$ cat src/rtl/assert_macros.svh
// ----------------------------------------------------------------------------
// assert_macros.svh
// shared concurrent assertion macros, empty for synthesis
// ----------------------------------------------------------------------------
`ifndef ASSERT_MACROS_SVH
`define ASSERT_MACROS_SVH
`ifndef SYNTHESIS
`define ASSERT_CLK(label, clk, rst_n, prop) \
    label: assert property (@(posedge clk) disable iff (!rst_n) prop) \
        else $error("assertion failed");
`define ASSERT_NORST(label, clk, prop) \
    label: assert property (@(posedge clk) prop) else $error("assertion failed");
`else
`define ASSERT_CLK(label, clk, rst_n, prop)
`define ASSERT_NORST(label, clk, prop)
`endif
`endif

$ cat src/rtl/pdaf_pkg.sv
// ----------------------------------------------------------------------------
// pdaf_pkg
// shared types and constants of the duplicate atom filter
// ----------------------------------------------------------------------------
package pdaf_pkg;
    localparam int MAX_ATOMS = 1024;
    localparam int AW = $clog2(MAX_ATOMS);
    localparam int CW = $clog2(MAX_ATOMS + 1);
    localparam int COORD_W = 20;
    localparam int BOX_W = 19;
    localparam int DIST_W = 16;
    localparam int POS_W = 3 * COORD_W;
    localparam int IDX_W = 10;

    localparam logic [1:0] REG_BOX_X = 2'd0;
    localparam logic [1:0] REG_BOX_Y = 2'd1;
    localparam logic [1:0] REG_BOX_Z = 2'd2;
    localparam logic [1:0] REG_MIN_DIST = 2'd3;

    typedef enum logic [2:0] {
        ST_IDLE,
        ST_SCAN,
        ST_DRAIN,
        ST_DONE,
        ST_OUT
    } t_state;

    // controller to datapath
    typedef struct packed {
        logic load;       // capture request, clear counts on start_set
        logic rd;         // issue store read at scan address
        logic finish;     // write store, update counts, load result
    } t_cmd;

    // datapath to controller
    typedef struct packed {
        logic scan_last;  // address at stored count - 1 or empty
        logic pipe_busy;  // compare pipeline still holds reads
    } t_sts;
endpackage

$ cat src/rtl/pdaf_ctrl.sv
// ----------------------------------------------------------------------------
// pdaf_ctrl
// controller that sequences accept, scan, drain and result hand-off
// ----------------------------------------------------------------------------
`include "assert_macros.svh"
module pdaf_ctrl import pdaf_pkg::*; (
    input  logic i_clk,
    input  logic i_rst_n,
    input  logic i_in_valid,
    output logic o_in_ready,
    input  logic i_empty_scan,
    input  logic i_out_ready,
    output logic o_out_valid,
    output t_cmd o_cmd,
    input  t_sts i_sts
);
    t_state r_state, n_state;

    always_ff @(posedge i_clk) begin
        if (!i_rst_n) begin
            r_state <= ST_IDLE;
        end else begin
            r_state <= n_state;
        end
    end

    always_comb begin
        n_state     = r_state;
        o_in_ready  = 1'b0;
        o_out_valid = 1'b0;
        o_cmd       = '0;
        case (r_state)
            ST_IDLE: begin
                o_in_ready = 1'b1;
                if (i_in_valid) begin
                    o_cmd.load = 1'b1;
                    n_state    = i_empty_scan ? ST_DONE : ST_SCAN;
                end
            end
            ST_SCAN: begin
                o_cmd.rd = 1'b1;
                if (i_sts.scan_last) begin
                    n_state = ST_DRAIN;
                end
            end
            ST_DRAIN: begin
                if (!i_sts.pipe_busy) begin
                    n_state = ST_DONE;
                end
            end
            ST_DONE: begin
                o_cmd.finish = 1'b1;
                n_state      = ST_OUT;
            end
            ST_OUT: begin
                o_out_valid = 1'b1;
                o_in_ready  = i_out_ready;
                if (i_out_ready) begin
                    if (i_in_valid) begin
                        o_cmd.load = 1'b1;
                        n_state    = i_empty_scan ? ST_DONE : ST_SCAN;
                    end else begin
                        n_state = ST_IDLE;
                    end
                end
            end
            default: n_state = ST_IDLE;
        endcase
    end

    `ASSERT_CLK(a_finish_then_out, i_clk, i_rst_n, o_cmd.finish |=> r_state == ST_OUT)
    `ASSERT_CLK(a_load_only_ready, i_clk, i_rst_n, o_cmd.load |-> o_in_ready)
endmodule

$ cat config.mk
export PLATFORM = sky130hd
export DESIGN_NAME = pdaf_ctrl
export DESIGN_NICKNAME = d
export VERILOG_FILES = /design/src/rtl/pdaf_pkg.sv /design/src/rtl/pdaf_ctrl.sv
export VERILOG_INCLUDE_DIRS = /design/src /design/src/rtl
export SDC_FILE = /design/constraint.sdc
export NUM_CORES = 1
export LEC_CHECK = 0
export BUFFER_PORTS_ARGS = -buffer_cell sky130_fd_sc_hd__buf_2
export CORE_AREA = 5 5 42 44
export DETAILED_ROUTE_END_ITERATION = 16
export DIE_AREA = 0 0 47 49
export PLACE_DENSITY = 0.52
export SLEW_MARGIN = 20
export SYNTH_ARGS = -nofsm -noshare
export SYNTH_HDL_FRONTEND = slang
export SYNTH_SLANG_ARGS = --single-unit
$ cat constraint.sdc
create_clock -name i_clk -period 1.58 [get_ports i_clk]
set_clock_uncertainty 0.05 [all_clocks]
set_input_delay 0.158 -clock i_clk [delete_from_list [all_inputs] [get_ports i_clk]]
set_output_delay 0.158 -clock i_clk [all_outputs]
set_load 0.02 [all_outputs]
==> metrics.md <==
| Metric | Value |
|---|---|
| Status | finished, final reports clean |
| Highest routed layer | met3 |
| Vias in the first global route | 260 |
| Syn_area_per_cell | 7.69 µm² |
| Most frequent cells in the layout | buf_2 (11), a21oi_1 (4) |
| Layout cell share with drive strength beyond 1 | about a third |
| Clock Latency Late Sink | 230 ps |
| Final setup fails | 0 |
| Cell Pwr Density | 1030 mW/mm² |
| Post-synth top flop | dfxtp_1 |
| Total GRT Usage | 6.33% |
| I/O Buffers | 11 |
| Met2 wire len | 248 µm |
| Vias after detailed routing | 262 |
| I/O pin cnt | 12 |
| Critical Path Source Type | flip-flop |
| Post-route insts no fill | 62 |
| Worst hold path class | input pin to flip-flop |
| Setup Total Neg Slack | 0 ps |
| Top flop regs | r_state (3) |
| Fmax | 709 MHz |
| CTS Sinks | 3 |
| Layout fillers | ~160 |
| Final Util | 24.2% |
| Hold_buf cts | 0 |
| VDD IR max | 0.000404 V |
| Sequential area share after synthesis | between 20% and 30% |
| DRC | 0 |
| CP Class | flip-flop to output pin |
| Core area | 0.00140 mm² |
| Total Wirelength | 573 µm |
| Row count | 14 |
| Vias/cell | 4.23 |
| P_leak | 0.153 nW |
| Post-synthesis async set-or-reset flop share | 0% |
| Syn Inst Count | 34 |
| Number of enable flip-flop cells after synthesis | 0 |
| First-pass GRT wire length | approximately 1.0 mm |
| Die W | around 47 µm |
| Maximum buffer depth of the clock tree | 2 |
| Initial Util | about a fifth |
| Syn_nets | 41 |
| Yosys warnings | 0 |
| Hold Fails Final Rpt | 0 |
| Post-DP HPWL | about 460 µm |
| Largest net degree at the start of global routing | 12 |
| Post-CTS sizing | 0 |
| Initial antenna violation count | 0 |
| Worst Tran Pin Value | 333 ps |
| Post-DRT Antenna Nets | 0 |
| WL/cell | 9.24 µm |
| Worst rel slew slack | between 70% and 80% |
| Gpl congestion | 0.633 |
| Largest delay share family, worst path | flip-flops |
| Crit-path max FO | 11 |
| Die area | 0.00230 mm² |
| CTS tree | built |
| Global route overflow | 0 |
| Yosys reg bits | 3 |
| Final period util | between 80% and 90% |
| Hold WS | 115 ps |
| Slowest CP cell | dfxtp_1 |
| Worst path buffer plus inverter count | 1 |
| Register name with the most flops | r_state |
| Critical Path Max Stage Delay | 510 ps |
| Iter 0 DRT Violations | 1 |
| Root buf cell | clkbuf_4 |
| Post-Synthesis Cell Area | 262 µm² |
| Fin nets | 54 |
| M1 WL | 287 µm |
| Crit-path cells | nor2b_4 -> nor4_1 -> buf_2 |
| H-tree depth | 1 |
| Postcts setup bufs | 0 |
| Max-Cap Viols | 0 |
| Worst EP arrival | 1200 ps |
| Clock-pin slew on the worst setup and hold paths | 40 ps |
| Most common cell after layout, fill and taps aside | buf_2 |
| RSZ-0062 raised after global routing | false |
| Crit path capture type | output pin |
| Fin crit period | 1410 ps |
| Router iterations before antenna repair | 2 |
| Die Height | 49 µm |
| Area grow syn2layout | 29.7% |
| Placed cells | slightly below 60 |
| Routed wl met3 | 37 µm |
| Worst EP required | 1370 ps |
| Slew Limit Fails | 0 |
| Synth unique cells | 22 |
| CTS buffer count | 3 |
| Max reg flops | 3 |
| Number of antenna diodes | 0 |
worst reg2reg max path: stages (launching register included):
cell and delay, ps:
dfxtp_1 510, nand2b_1 180, a21oi_1 70, o2111a_1 230
kinds of logic after synthesis:
family,count (synthesis),synth area share (%)
AOI/OAI and AO/OA,9,23.4
and+or+nand+nor,16,37.8
DFF,3,23.0
buffers and inverters,5,12.0
muxes,1,3.83
final timing paths:
check	from	endpoint	slack (ps)	cells past startpoint
worst max register to register	r_state[2]	r_state[1]	420	3
worst min-delay path	i_rst_n	r_state[2]	120	2
worst min register to register	r_state[1]	r_state[1]	670	2
worst max-delay path	r_state[2]	o_cmd[2]	170	3
synthesized netlist by cell type, drive strengths merged, types with 2 or more instances:
master | n | area share (%)
buf | 3 | 9.1
inv | 2 | 2.9
nor3 | 3 | 5.7
and2 | 2 | 4.8
nand2b | 3 | 7.2
nor2 | 3 | 4.3
dfxtp | 3 | 23
a21oi | 4 | 7.7
layer usage:
metal,up-vias,GRT usage (%)
li1,143,-
met1,111,8.11
met2,8,7.24
met3,0,4.43
met4,0,4.15
met5,-,0
power by group:
group / leakage, nW / switching (W) / internal [W]
sequential: 0.0247 / 0.0000217 / 0.0000852
combinational: 0.113 / 0.0000562 / 0.0000495
clock: 0.0150 / 0.0000421 / 0.0000948
total: 0.153 / 0.000120 / 0.000229
cell type report:
| type | instances | area [µm²] | share of cell area [%] |
|---|---|---|---|
| Timing Repair Buffer | 11 | 55.1 | 16.2 |
| Tap cell | 16 | 20.0 | 5.90 |
| Sequential cell | 3 | 60.1 | 17.7 |
| Clock buffer | 4 | 26.3 | 7.75 |
| Inverter | 2 | 7.51 | 2.21 |
| Multi-Input combinational cell | 26 | 170 | 50.2 |
per-stage QoR:
stage	worst slack (ps)	total power [W]	instance area, µm²
after CTS	151	0.000360	339
after detailed placement	415	0.000216	313
final	169	0.000350	339
after global placement	401	0.000216	313
after floorplan	202	0.000189	262
after global routing	43.5	0.000384	339
Power figures use the tool's default switching activity.
